File: src/design/sp_pkg.sv
// ----------------------------------------------------------------------------
// sp_pkg
// Shared constants, register indexes and the CORDIC arctangent table for the
// sphere projection block.
// ----------------------------------------------------------------------------
package sp_pkg;

    // Default angle resolution in bits of a turn.
    localparam int SP_ANGLE_BITS = 16;

    // Field and register widths.
    localparam int COORD_W  = 16;
    localparam int SPAN_W   = 16;
    localparam int RADIUS_W = 15;
    localparam int CFG_W    = 16;
    localparam int IDX_W    = 2;

    // Register indexes of the configuration port.
    localparam logic [IDX_W-1:0] REG_WIDTH_SPAN  = 2'd0;
    localparam logic [IDX_W-1:0] REG_HEIGHT_SPAN = 2'd1;
    localparam logic [IDX_W-1:0] REG_RADIUS_X    = 2'd2;
    localparam logic [IDX_W-1:0] REG_RADIUS_Y    = 2'd3;

    // Register reset values.
    localparam logic [SPAN_W-1:0]   SPAN_RESET   = 16'd256;
    localparam logic [RADIUS_W-1:0] RADIUS_RESET = 15'd128;

    // CORDIC datapath: Q2.30 with headroom, angle in 2^-32 turn plus sign.
    localparam int CORDIC_STEPS = 24;
    localparam int XY_W         = 34;
    localparam int Z_W          = 33;
    localparam logic signed [XY_W-1:0] CORDIC_GAIN = 34'sd652032874;
    localparam logic signed [15:0]     Q15_MAX     = 16'sd32767;

    // Arctangent of 2^-i in units of 2^-32 turn.
    function automatic logic [31:0] sp_atan(input logic [4:0] idx);
        logic [31:0] val;
        case (idx)
            5'd0:    val = 32'd536870912;
            5'd1:    val = 32'd316933406;
            5'd2:    val = 32'd167458908;
            5'd3:    val = 32'd85004756;
            5'd4:    val = 32'd42667330;
            5'd5:    val = 32'd21354465;
            5'd6:    val = 32'd10679838;
            5'd7:    val = 32'd5340245;
            5'd8:    val = 32'd2670163;
            5'd9:    val = 32'd1335087;
            5'd10:   val = 32'd667544;
            5'd11:   val = 32'd333772;
            5'd12:   val = 32'd166886;
            5'd13:   val = 32'd83443;
            5'd14:   val = 32'd41722;
            5'd15:   val = 32'd20861;
            5'd16:   val = 32'd10430;
            5'd17:   val = 32'd5215;
            5'd18:   val = 32'd2608;
            5'd19:   val = 32'd1304;
            5'd20:   val = 32'd652;
            5'd21:   val = 32'd326;
            5'd22:   val = 32'd163;
            5'd23:   val = 32'd81;
            default: val = 32'd0;
        endcase
        return val;
    endfunction

endpackage

File: src/design/sp_product.sv
// ----------------------------------------------------------------------------
// sp_product
// Scales the trigonometric values by the radii, truncating toward zero.
// The last stage is the output register of the block.
// ----------------------------------------------------------------------------
module sp_product (
    input  logic                          clk,
    input  logic                          rst_n,
    input  logic                          en,
    input  logic                          in_valid,
    input  logic signed [15:0]            cos_lat,
    input  logic signed [15:0]            sin_lon,
    input  logic signed [15:0]            sin_lat,
    input  logic [sp_pkg::RADIUS_W-1:0]   radius_x,
    input  logic [sp_pkg::RADIUS_W-1:0]   radius_y,
    output logic                          out_valid,
    output logic signed [15:0]            proj_x,
    output logic signed [15:0]            proj_y
);

    logic                vld1_reg;
    logic                vld2_reg;
    logic                vld3_reg;
    logic signed [31:0]  cs_reg;
    logic signed [31:0]  sy_reg;
    logic signed [47:0]  p_reg;
    logic signed [31:0]  sy2_reg;
    logic signed [47:0]  p_adj;
    logic signed [31:0]  sy_adj;
    logic signed [47:0]  px_full;
    logic signed [31:0]  py_full;
    logic signed [15:0]  px_reg;
    logic signed [15:0]  py_reg;

    // Valid bits follow the data.
    always_ff @(posedge clk or negedge rst_n)
    begin
        if (!rst_n)
        begin
            vld1_reg <= 1'b0;
            vld2_reg <= 1'b0;
            vld3_reg <= 1'b0;
        end
        else if (en)
        begin
            vld1_reg <= in_valid;
            vld2_reg <= vld1_reg;
            vld3_reg <= vld2_reg;
        end
    end

    // Bias negative products so the arithmetic shift truncates toward zero.
    assign p_adj   = p_reg[47] ? (p_reg + 48'sd1073741823) : p_reg;
    assign sy_adj  = sy2_reg[31] ? (sy2_reg + 32'sd32767) : sy2_reg;
    assign px_full = p_adj >>> 30;
    assign py_full = sy_adj >>> 15;

    // First multiply, second multiply, then the scaled result.
    always_ff @(posedge clk)
    begin
        if (en)
        begin
            cs_reg  <= cos_lat * sin_lon;
            sy_reg  <= sin_lat * $signed({1'b0, radius_y});
            p_reg   <= cs_reg * $signed({1'b0, radius_x});
            sy2_reg <= sy_reg;
            px_reg  <= px_full[15:0];
            py_reg  <= py_full[15:0];
        end
    end

    assign out_valid = vld3_reg;
    assign proj_x    = px_reg;
    assign proj_y    = py_reg;

endmodule

File: config.mk
export PLATFORM = sky130hd
export DESIGN_NAME = sp_product
export DESIGN_NICKNAME = d
export VERILOG_FILES = /design/src/design/sp_pkg.sv /design/src/design/sp_product.sv
export SDC_FILE = /design/constraint.sdc
export NUM_CORES = 2
export LEC_CHECK = 0
export ABC_AREA = 1
export BUFFER_PORTS_ARGS = -buffer_cell sky130_fd_sc_hd__buf_2
export CORE_MARGIN = 4
export CORE_UTILIZATION = 55
export DETAILED_ROUTE_END_ITERATION = 7
export GPL_TIMING_DRIVEN = 1
export PLACE_DENSITY = 0.84
export SYNTH_ARGS = -nofsm -noshare
export SYNTH_HDL_FRONTEND = slang
export SYNTH_SLANG_ARGS = --single-unit
File: constraint.sdc
create_clock -name clk -period 17.15 [get_ports clk]
set_input_delay 5.145 -clock clk [delete_from_list [all_inputs] [get_ports clk]]
set_output_delay 5.145 -clock clk [all_outputs]
set_load 0.05 [all_outputs]
==> flow_summary.toml <==
[clock_network]
post_cts_buffers = 0
insertion_delay_ps = 470
h-tree-depth = 4
cts_buffer_depth = 2
root_buffer = "clkbuf_16"
cts.clk_slew.worst_paths_ps = 80
cts_resized = 0
cts_tree = "done"
cts_sinks = 178
hold_buffers = 0
cts_buffers = 17

[logic_synthesis]
yosysSeqAreaShare = 0.117
ys_types = 38
synthXorXnorAreaFrac = 0.0191
ys_warn_count = 0
syn_area_sq_mm = 0.0454
synth_seq_cells = 178
synth_adder_area_share = 0.501
synth_nets = 6983
synth_top_family_by_area = "adder cells"
synth-edff-count = 175
avgSynthCellArea_sq_um = 8.02
synth_compound_area_frac = 0.0189
synthFlopType = "edfxtp_1"
synthSimpleGateAreaFrac = 0.184
syn_inst = 5661
synthMuxAreaShare = 0.000248
async_flop_share = 0.0169

[worst_setup_path]
critPathBufInv = 5
startpoint = "radius_x[1]"
r2r_start = "cs_reg[31]$_DFFE_PP_"
path_class = "input port to flip-flop"
path_cells = "buf_2 > nand2_1 > inv_1 > fa_1 > fa_1 > fa_1 > fa_1 > fa_1 > inv_1 > fa_1 > inv_1 > ha_1 > nand2_1 > inv_1 > nand2_2 > nor3_1 > nand2_1 > nor2_1 > nand2_1 > nand4_1 > nand2_1"
required_ps = 17380
cp_slowest_cell = "fa_1"
cp-end-kind = "flip-flop"
cp_num_cells = 21
critPathArrivalTime_ps = 11070
cp-start-kind = "input port"
ff2ff_path_depth = 20
crit_top_cell = "fa_1"
slowest_delay_ps = 860
cp_max_fo = 32
crit_path_end = "p_reg[47]$_DFFE_PP_"
crit-reg2reg-capture = "p_reg[47]$_DFFE_PP_"
path_delay_family = "adder cells"
r2r_slack_ps = 10810

[placement]
io_buffers = 114
dpl.hpwl_um = 89200
placed_cells = 6666
gp_congestion = 0.939

[die]
rows = 105
die_h_um = 295
ioPinCount = 115
core_area_sq_mm = 0.0820
die_w_um = 295
start_util = 0.554
dieArea_sq_mm = 0.0872

[min_path]
min-delay-path-class = "flip-flop to flip-flop"
min_from = "sy_reg[25]$_DFFE_PP_"

[sta]
slew_headroom = 0.293
fin_crit_ps = 10840
skew_ps = 12.5
fmax_mhz = 92.2
hold_slack_ps = 408
worstMarginPinSlew_ps = 1060
rsz0062_at_grt = "no"
hold_viol = 0
setup_viol = 0
slew_violations = 0
finalCritPeriodShare = 0.632
fin_tns_setup_ps = 0

[grt]
grt_max_degree = 92
antenna_found_initial = 2
grt_overflow = 0
grt_usage = 0.260
grt_pass1_vias = 38200
grt_pass1_wl_um = 183000

[final_layout]
fin_cells = 6700
mostFrequentLayoutCells = "1725 x inv_1, 1577 x nand2_1, 962 x fa_1"
area_growth_pct = 4.08
largest_reg_flops = 47
layout.nets = 6937
layout-drive-gt1-share = 0.0444
num-fill-cells = 7090
final_common_cell = "inv_1"
final_core_util = 0.576

[routing]
routed_wl_um = 107000
antenna_left = 0
dr.pass1.iters = 6
vias = 34800
drc = 0
routedWlPerCell_um = 15.9
vias_per_cell = 5.19
drt_iter0_drc = 2253

[outcome]
status = "finished, final reports clean"

[job]
maxCapViolCount = 0
synth_stat cells (5+ instances only):
| library cell | instances | area (sq um) |
|---|---|---|
| a21o_1 | 6 | 45.0 |
| a21oi_1 | 88 | 440 |
| a21oi_2 | 5 | 43.8 |
| clkbuf_1 | 180 | 676 |
| edfxtp_1 | 175 | 5260 |
| fa_1 | 962 | 19300 |
| ha_1 | 278 | 3480 |
| inv_1 | 1725 | 6470 |
| inv_2 | 14 | 52.6 |
| nand2_1 | 1577 | 5920 |
| nand2_2 | 37 | 231 |
| nand3_1 | 120 | 601 |
| nand3_2 | 5 | 50.1 |
| nand3b_1 | 6 | 45.0 |
| nand4_1 | 36 | 225 |
| nor2_1 | 213 | 800 |
| nor2_2 | 20 | 125 |
| nor2_4 | 8 | 90.1 |
| nor3_1 | 22 | 110 |
| nor3_2 | 6 | 60.1 |
| o21ai_0 | 41 | 205 |
| o21bai_1 | 8 | 60.1 |
| or2_2 | 5 | 31.3 |
| xnor2_1 | 23 | 201 |
| xor2_1 | 76 | 666 |
metrics by stage:
step | setup slack (ps) | cell area (sq um)
after floorplan | 6750 | 45400
after global placement | 6030 | 46600
after detailed placement | 5930 | 46600
after CTS | 6430 | 47200
after global routing | 6050 | 47200
final | 6310 | 47200
area by class of cell:
| class | instances | area, sq um | area share |
|---|---|---|---|
| antenna | 2 | 5.00 | 0.000106 |
| clock buffer | 17 | 425 | 0.00901 |
| inverter | 1739 | 6530 | 0.138 |
| tap | 1070 | 1340 | 0.0283 |
| clock inverter | 15 | 170 | 0.00360 |
| multi-input combinational | 3563 | 32800 | 0.695 |
| timing repair buffer | 116 | 592 | 0.0125 |
| sequential | 178 | 5330 | 0.113 |
how the worst min path moves through the flow:
stage,slack [ps],cells after the start,endpoint
global placement,400,0,sy2_reg[0]$_DFFE_PP_
global route,420,0,sy2_reg[28]$_DFFE_PP_
CTS,410,0,sy2_reg[25]$_DFFE_PP_
floorplan,400,0,sy2_reg[0]$_DFFE_PP_
finish,410,0,sy2_reg[25]$_DFFE_PP_
detailed placement,400,0,sy2_reg[24]$_DFFE_PP_
layer usage:
layer / global-route usage / wire length, um
met1: 0.331 / 41600
met2: 0.447 / 52700
met5: 0 / 0
met4: 0.107 / 4450
met3: 0.0404 / 8100
cell families (layout without fill, tap and decap cells):
logic type / count (synthesis) / count (layout)
AO/OA/AOI/OAI: 156 / 156
XOR/XNOR: 99 / 99
adder cells (fa/ha/maj): 1240 / 1240
buffers and inverters: 1920 / 1887
flip-flops: 178 / 178
multiplexers: 1 / 1
other: 0 / 2
AND/OR/NAND/NOR: 2067 / 2067
worst register-to-register path, delay by kind of cell (launching register included):
kind / cells / cell delay (ps)
and+or+nand+nor: 9 / 1170
buffers and inverters: 4 / 340
adders and majority gates: 7 / 3820
DFF: 1 / 780
Power is left out: the tool's default activity adds up to more than one toggle a clock period on the data nets, which glitch-free logic cannot reach.
