**src/design/sp_pkg.sv**
```systemverilog
// ----------------------------------------------------------------------------
// sp_pkg
// Shared constants, register indexes and the CORDIC arctangent table for the
// sphere projection block.
// ----------------------------------------------------------------------------
package sp_pkg;

    // Default angle resolution in bits of a turn.
    localparam int SP_ANGLE_BITS = 16;

    // Field and register widths.
    localparam int COORD_W  = 16;
    localparam int SPAN_W   = 16;
    localparam int RADIUS_W = 15;
    localparam int CFG_W    = 16;
    localparam int IDX_W    = 2;

    // Register indexes of the configuration port.
    localparam logic [IDX_W-1:0] REG_WIDTH_SPAN  = 2'd0;
    localparam logic [IDX_W-1:0] REG_HEIGHT_SPAN = 2'd1;
    localparam logic [IDX_W-1:0] REG_RADIUS_X    = 2'd2;
    localparam logic [IDX_W-1:0] REG_RADIUS_Y    = 2'd3;

    // Register reset values.
    localparam logic [SPAN_W-1:0]   SPAN_RESET   = 16'd256;
    localparam logic [RADIUS_W-1:0] RADIUS_RESET = 15'd128;

    // CORDIC datapath: Q2.30 with headroom, angle in 2^-32 turn plus sign.
    localparam int CORDIC_STEPS = 24;
    localparam int XY_W         = 34;
    localparam int Z_W          = 33;
    localparam logic signed [XY_W-1:0] CORDIC_GAIN = 34'sd652032874;
    localparam logic signed [15:0]     Q15_MAX     = 16'sd32767;

    // Arctangent of 2^-i in units of 2^-32 turn.
    function automatic logic [31:0] sp_atan(input logic [4:0] idx);
        logic [31:0] val;
        case (idx)
            5'd0:    val = 32'd536870912;
            5'd1:    val = 32'd316933406;
            5'd2:    val = 32'd167458908;
            5'd3:    val = 32'd85004756;
            5'd4:    val = 32'd42667330;
            5'd5:    val = 32'd21354465;
            5'd6:    val = 32'd10679838;
            5'd7:    val = 32'd5340245;
            5'd8:    val = 32'd2670163;
            5'd9:    val = 32'd1335087;
            5'd10:   val = 32'd667544;
            5'd11:   val = 32'd333772;
            5'd12:   val = 32'd166886;
            5'd13:   val = 32'd83443;
            5'd14:   val = 32'd41722;
            5'd15:   val = 32'd20861;
            5'd16:   val = 32'd10430;
            5'd17:   val = 32'd5215;
            5'd18:   val = 32'd2608;
            5'd19:   val = 32'd1304;
            5'd20:   val = 32'd652;
            5'd21:   val = 32'd326;
            5'd22:   val = 32'd163;
            5'd23:   val = 32'd81;
            default: val = 32'd0;
        endcase
        return val;
    endfunction

endpackage

```
**src/design/sp_angle.sv**
```systemverilog
// ----------------------------------------------------------------------------
// sp_angle
// Pipelined restoring divider that turns a grid coordinate into an angle:
// floor(coord * 2^SCALE / span) - 2^OFFSET_SHIFT, modulo 2^ANGLE_BITS.
// ----------------------------------------------------------------------------
module sp_angle #(
    parameter int ANGLE_BITS   = sp_pkg::SP_ANGLE_BITS,
    parameter int SCALE        = sp_pkg::SP_ANGLE_BITS,
    parameter int OFFSET_SHIFT = sp_pkg::SP_ANGLE_BITS - 1
) (
    input  logic                         clk,
    input  logic                         rst_n,
    input  logic                         en,
    input  logic                         in_valid,
    input  logic signed [sp_pkg::COORD_W-1:0] coord,
    input  logic [sp_pkg::SPAN_W-1:0]    span,
    output logic                         out_valid,
    output logic [ANGLE_BITS-1:0]        angle
);

    localparam int NB = sp_pkg::COORD_W + ANGLE_BITS;
    localparam int SW = sp_pkg::SPAN_W;

    // Per-stage registers; stage 0 is the capture stage.
    logic [NB-1:0]         num_reg [0:NB];
    logic [SW-1:0]         rem_reg [0:NB];
    logic [ANGLE_BITS-1:0] q_reg   [0:NB];
    logic [SW-1:0]         d_reg   [0:NB];
    logic                  neg_reg [0:NB];
    logic                  vld_reg [0:NB];

    logic [sp_pkg::COORD_W-1:0] mag;
    logic [ANGLE_BITS-1:0]      qf;
    logic                       fin_vld_reg;
    logic [ANGLE_BITS-1:0]      angle_reg;

    // Magnitude of the coordinate; the most negative value maps correctly.
    assign mag = coord[sp_pkg::COORD_W-1] ? (~coord + 1'b1) : coord;

    // Capture stage: magnitude scaled, sign kept, zero span read as one.
    always_ff @(posedge clk or negedge rst_n)
    begin
        if (!rst_n)
        begin
            vld_reg[0] <= 1'b0;
        end
        else if (en)
        begin
            vld_reg[0] <= in_valid;
        end
    end

    always_ff @(posedge clk)
    begin
        if (en)
        begin
            num_reg[0] <= NB'(mag) << SCALE;
            rem_reg[0] <= '0;
            q_reg[0]   <= '0;
            d_reg[0]   <= (span == '0) ? SW'(1) : span;
            neg_reg[0] <= coord[sp_pkg::COORD_W-1];
        end
    end

    // One quotient bit per stage, most significant first.
    for (genvar k = 0; k < NB; k++)
    begin : g_step
        logic [SW:0]   trial;
        logic          ge;
        logic [SW:0]   diff;

        assign trial = {rem_reg[k], num_reg[k][NB-1-k]};
        assign ge    = trial >= {1'b0, d_reg[k]};
        assign diff  = trial - {1'b0, d_reg[k]};

        always_ff @(posedge clk or negedge rst_n)
        begin
            if (!rst_n)
            begin
                vld_reg[k+1] <= 1'b0;
            end
            else if (en)
            begin
                vld_reg[k+1] <= vld_reg[k];
            end
        end

        always_ff @(posedge clk)
        begin
            if (en)
            begin
                num_reg[k+1] <= num_reg[k];
                rem_reg[k+1] <= ge ? diff[SW-1:0] : trial[SW-1:0];
                q_reg[k+1]   <= {q_reg[k][ANGLE_BITS-2:0], ge};
                d_reg[k+1]   <= d_reg[k];
                neg_reg[k+1] <= neg_reg[k];
            end
        end
    end

    // Floor correction for negative dividends, then the angle offset.
    always_comb
    begin
        if (!neg_reg[NB])
        begin
            qf = q_reg[NB];
        end
        else if (rem_reg[NB] != '0)
        begin
            qf = ~q_reg[NB];
        end
        else
        begin
            qf = ~q_reg[NB] + 1'b1;
        end
    end

    always_ff @(posedge clk or negedge rst_n)
    begin
        if (!rst_n)
        begin
            fin_vld_reg <= 1'b0;
        end
        else if (en)
        begin
            fin_vld_reg <= vld_reg[NB];
        end
    end

    always_ff @(posedge clk)
    begin
        if (en)
        begin
            angle_reg <= qf - (ANGLE_BITS'(1) << OFFSET_SHIFT);
        end
    end

    assign out_valid = fin_vld_reg;
    assign angle     = angle_reg;

endmodule

```
**config.mk**
```make
export PLATFORM = sky130hd
export DESIGN_NAME = sp_angle
export DESIGN_NICKNAME = d
export VERILOG_FILES = /design/src/design/sp_pkg.sv /design/src/design/sp_angle.sv
export SDC_FILE = /design/constraint.sdc
export NUM_CORES = 2
export LEC_CHECK = 0
export BUFFER_PORTS_ARGS = -buffer_cell sky130_fd_sc_hd__buf_2
export CAP_MARGIN = 10
export CORE_MARGIN = 3
export CORE_UTILIZATION = 30
export CTS_BUF_LIST = sky130_fd_sc_hd__clkbuf_4 sky130_fd_sc_hd__clkbuf_8
export DETAILED_ROUTE_END_ITERATION = 10
export PLACE_DENSITY = 0.43
export SLEW_MARGIN = 10
export SYNTH_ARGS = -nofsm -noshare
export SYNTH_HDL_FRONTEND = slang
export SYNTH_SLANG_ARGS = --single-unit
```
**constraint.sdc**
```tcl
create_clock -name clk -period 3.95 [get_ports clk]
set_input_delay 0.5925 -clock clk [delete_from_list [all_inputs] [get_ports clk]]
set_output_delay 0.5925 -clock clk [all_outputs]
set_load 0.01 [all_outputs]
```
==> key figures <==
Min path
  • Hold Path Cell Cnt: 1
  • WHS Endpoint: d_reg[0][17]
  • HP Class: primary input to flop
  • Hold wc startpoint: en

Synth
  • Mapped Nets: 6442
  • Post-synthesis sequential element count: 1379
  • Synth Flop Type: edfxtp_1
  • Mapped Area: 71800 um^2
  • Commonest cells post-synth: edfxtp_1 (1345), inv_1 (637), ha_1 (500)
  • Top cell type's share of synthesized area: 0.563
  • Synth Warn #: 0
  • FFs w/ async S/R, synth: 0.0247
  • Average size of a mapped cell: 12.2 um^2
  • Most frequent cell after synthesis: edfxtp_1
  • Seq/Total Area, Yosys: 0.575
  • Synth cell types: 86
  • Post-synth EDFFs: 1345
  • Cells after Synth: 5875
  • Most area-hungry cell type in the Yosys netlist: edfxtp_1
  • Synth top area cells: edfxtp_1 (56%), ha_1 (8.7%), mux2_2 (3.5%)

Route
  • Initial DRC count: 2680
  • Total wire length: 159000 um
  • Drt via density: 4.70
  • Routed vias: 44800
  • Residual DRC: 0
  • Post-DRT Antenna Nets: 0
  • Wire per inst: 16.7 um
  • Drt pass-1 iters: 7

Setup path
  • CP Data Required Time: 4.66 ns
  • Crit path DAT: 4.22 ns
  • R2r worst-path depth: 9
  • Launch point of the critical path: rem_reg[9][0]
  • Reg2reg end: rem_reg[10][15]
  • CP startpoint kind: flop
  • R2r setup slk: 0.44 ns
  • Worst-path fanout max: 15
  • Crit. End Element: flop
  • FF-to-FF Start: rem_reg[9][0]
  • Setup Crit Path Kind: flop to flop

CTS
  • CTS tree: built
  • Clock buffer depth: 3
  • H-tree depth: 4
  • Post-CTS Hold Fix Bufs: 36
  • Clock slew at reported path FFs: 0.06 ns
  • Clock latency on the worst-skew pair: 0.99 ns
  • Clk sink count: 1379
  • TritonCTS buffer count: 241
  • Postcts setup bufs: 0
  • Post-cts resize count: 0
  • CTS root buffer: clkbuf_8

Power and ir drop
  • Pwr/cell area: 774 nW/um^2
  • P_leak: 32.3 nW
  • Worst vdd ir: 0.000332 V
  • Final total power: 63.3 mW

Placed design
  • Final HPWL DP: 116000 um
  • RD Place Congestion: 0.817
  • Number of port buffers: 52

Cells and area
  • Filler cell count: 23500
  • Share of layout cells above drive strength 1: 0.122
  • Fin nets: 6747
  • Reg area: 41200 um^2
  • Area growth, synth to finish: 14.0%
  • Multi-input gate area: 27800 um^2

Timing
  • Clock skew: 0.0811 ns
  • Tcrit/Tclk final: 0.887
  • Max-slew violations: 0
  • TNS Setup: 0 ns
  • Final min period: 3.51 ns
  • Final Hold Vio Count: 0
  • Setup violators final: 0
  • Max Freq: 0.285 GHz
  • Slew Limit Headroom: 0.344
  • Tightest Pin Transition: 0.984 ns
  • Hold slack: 0.138 ns
  • RSZ-0062 raised after global routing: false

Status
  • Outcome: finished clean

Die
  • I/O Pins: 53
  • # rows: 178
  • Core area: 237000 um^2
  • Initial Util: 0.303
  • Total Die Area: 245000 um^2
  • Die Wd: 495 um
  • Die extent in y: 495 um

GRT
  • Gr usage total: 0.128
  • Largest net degree at the start of global routing: 106
  • Initial antenna violation count: 3
  • First-pass GRT wire length: 251000 um
  • Number of global-route vias before repair: 45000
  • Global route overflow: 0

Job
  • Max-cap violation count: 0
==> placed cells by master, fill, tap and decap left out, types with 47 or more instances in the layout <==
cell,count
edfxtp_1,1345
inv_1,637
ha_1,500
o21ai_0,412
a21oi_1,368
nand2_1,360
nor2_1,296
clkbuf_8,245
mux2_2,225
xnor2_1,220
xor2_1,147
a21o_1,139
o21a_1,97
nand2b_1,80
nor2b_1,76
clkinv_1,71
a211oi_1,67
nor3_1,61
clkbuf_4,54
buf_2,51
nand4_1,48
o31ai_1,48
nand3_1,47
buf_4,47
==> worst max-delay path by stage <==
stage / to / slack [ns] / cells past startpoint
3_3_place_gp: rem_reg[10][2] / 0.48 / 9
6_report: rem_reg[10][15] / 0.44 / 9
2_1_floorplan: rem_reg[10][10] / 1.02 / 10
5_1_grt: rem_reg[10][10] / 0.12 / 10
4_1_cts: rem_reg[10][10] / 0.43 / 9
3_5_place_dp: rem_reg[10][5] / 0.47 / 9
==> report_power, final <==
group	internal (mW)	switching (mW)	total [mW]
clock network	7.53	6.20	13.7
registers	21.4	2.19	23.6
logic	11.8	14.2	26.0
total	40.7	22.6	63.3
==> area by class of cell <==
| cell class | instances | share of cell area |
|---|---|---|
| multi-input cells | 3763 | 0.340 |
| well taps | 3150 | 0.0482 |
| diodes | 6 | 0.000183 |
| clock inverters | 142 | 0.0153 |
| clock buffers | 299 | 0.0462 |
| flip-flops and latches | 1379 | 0.504 |
| repair buffers | 157 | 0.0175 |
| inverters | 638 | 0.0293 |
==> worst max-delay path, stage by stage, from the launching register on <==
cell	delay (ns)
edfxtp_1	0.43
ha_1	0.33
nor2b_1	0.13
o21ai_0	0.22
a21boi_1	0.17
o22ai_1	0.40
o21ai_1	0.20
a311o_1	0.45
a21oi_4	0.50
mux2_2	0.40
==> stage by stage <==
stage / instances / util / setup slack, ns / instance area (um^2)
detailed placement: 9051 / 0.323 / 0.473 / 76400
floorplan: 5875 / - / 1.02 / 71800
global placement: 9051 / 0.323 / 0.482 / 76400
CTS: 9528 / 0.346 / 0.428 / 81800
global route: 9534 / 0.346 / 0.125 / 81800
finish: 9534 / 0.346 / 0.445 / 81800
==> layer usage <==
layer  up-vias  share of wire  global-route usage
li1      22400              -                   -
met1     21500           0.45               0.164
met2       689           0.49               0.220
met3       280          0.038              0.0237
met4         0          0.026              0.0380
met5         -              0                   0
==> cells by family after synthesis <==
logic type / after synthesis / share of synthesized area
muxes: 248 / 0.0385
DFF: 1379 / 0.575
adders and majority gates: 531 / 0.0958
AOI/OAI and AO/OA: 1481 / 0.132
buffers and inverters: 733 / 0.0391
and+or+nand+nor: 1136 / 0.0755
xor gates and xnor gates: 367 / 0.0448
Note: power is estimated with default switching activity, not from simulation.
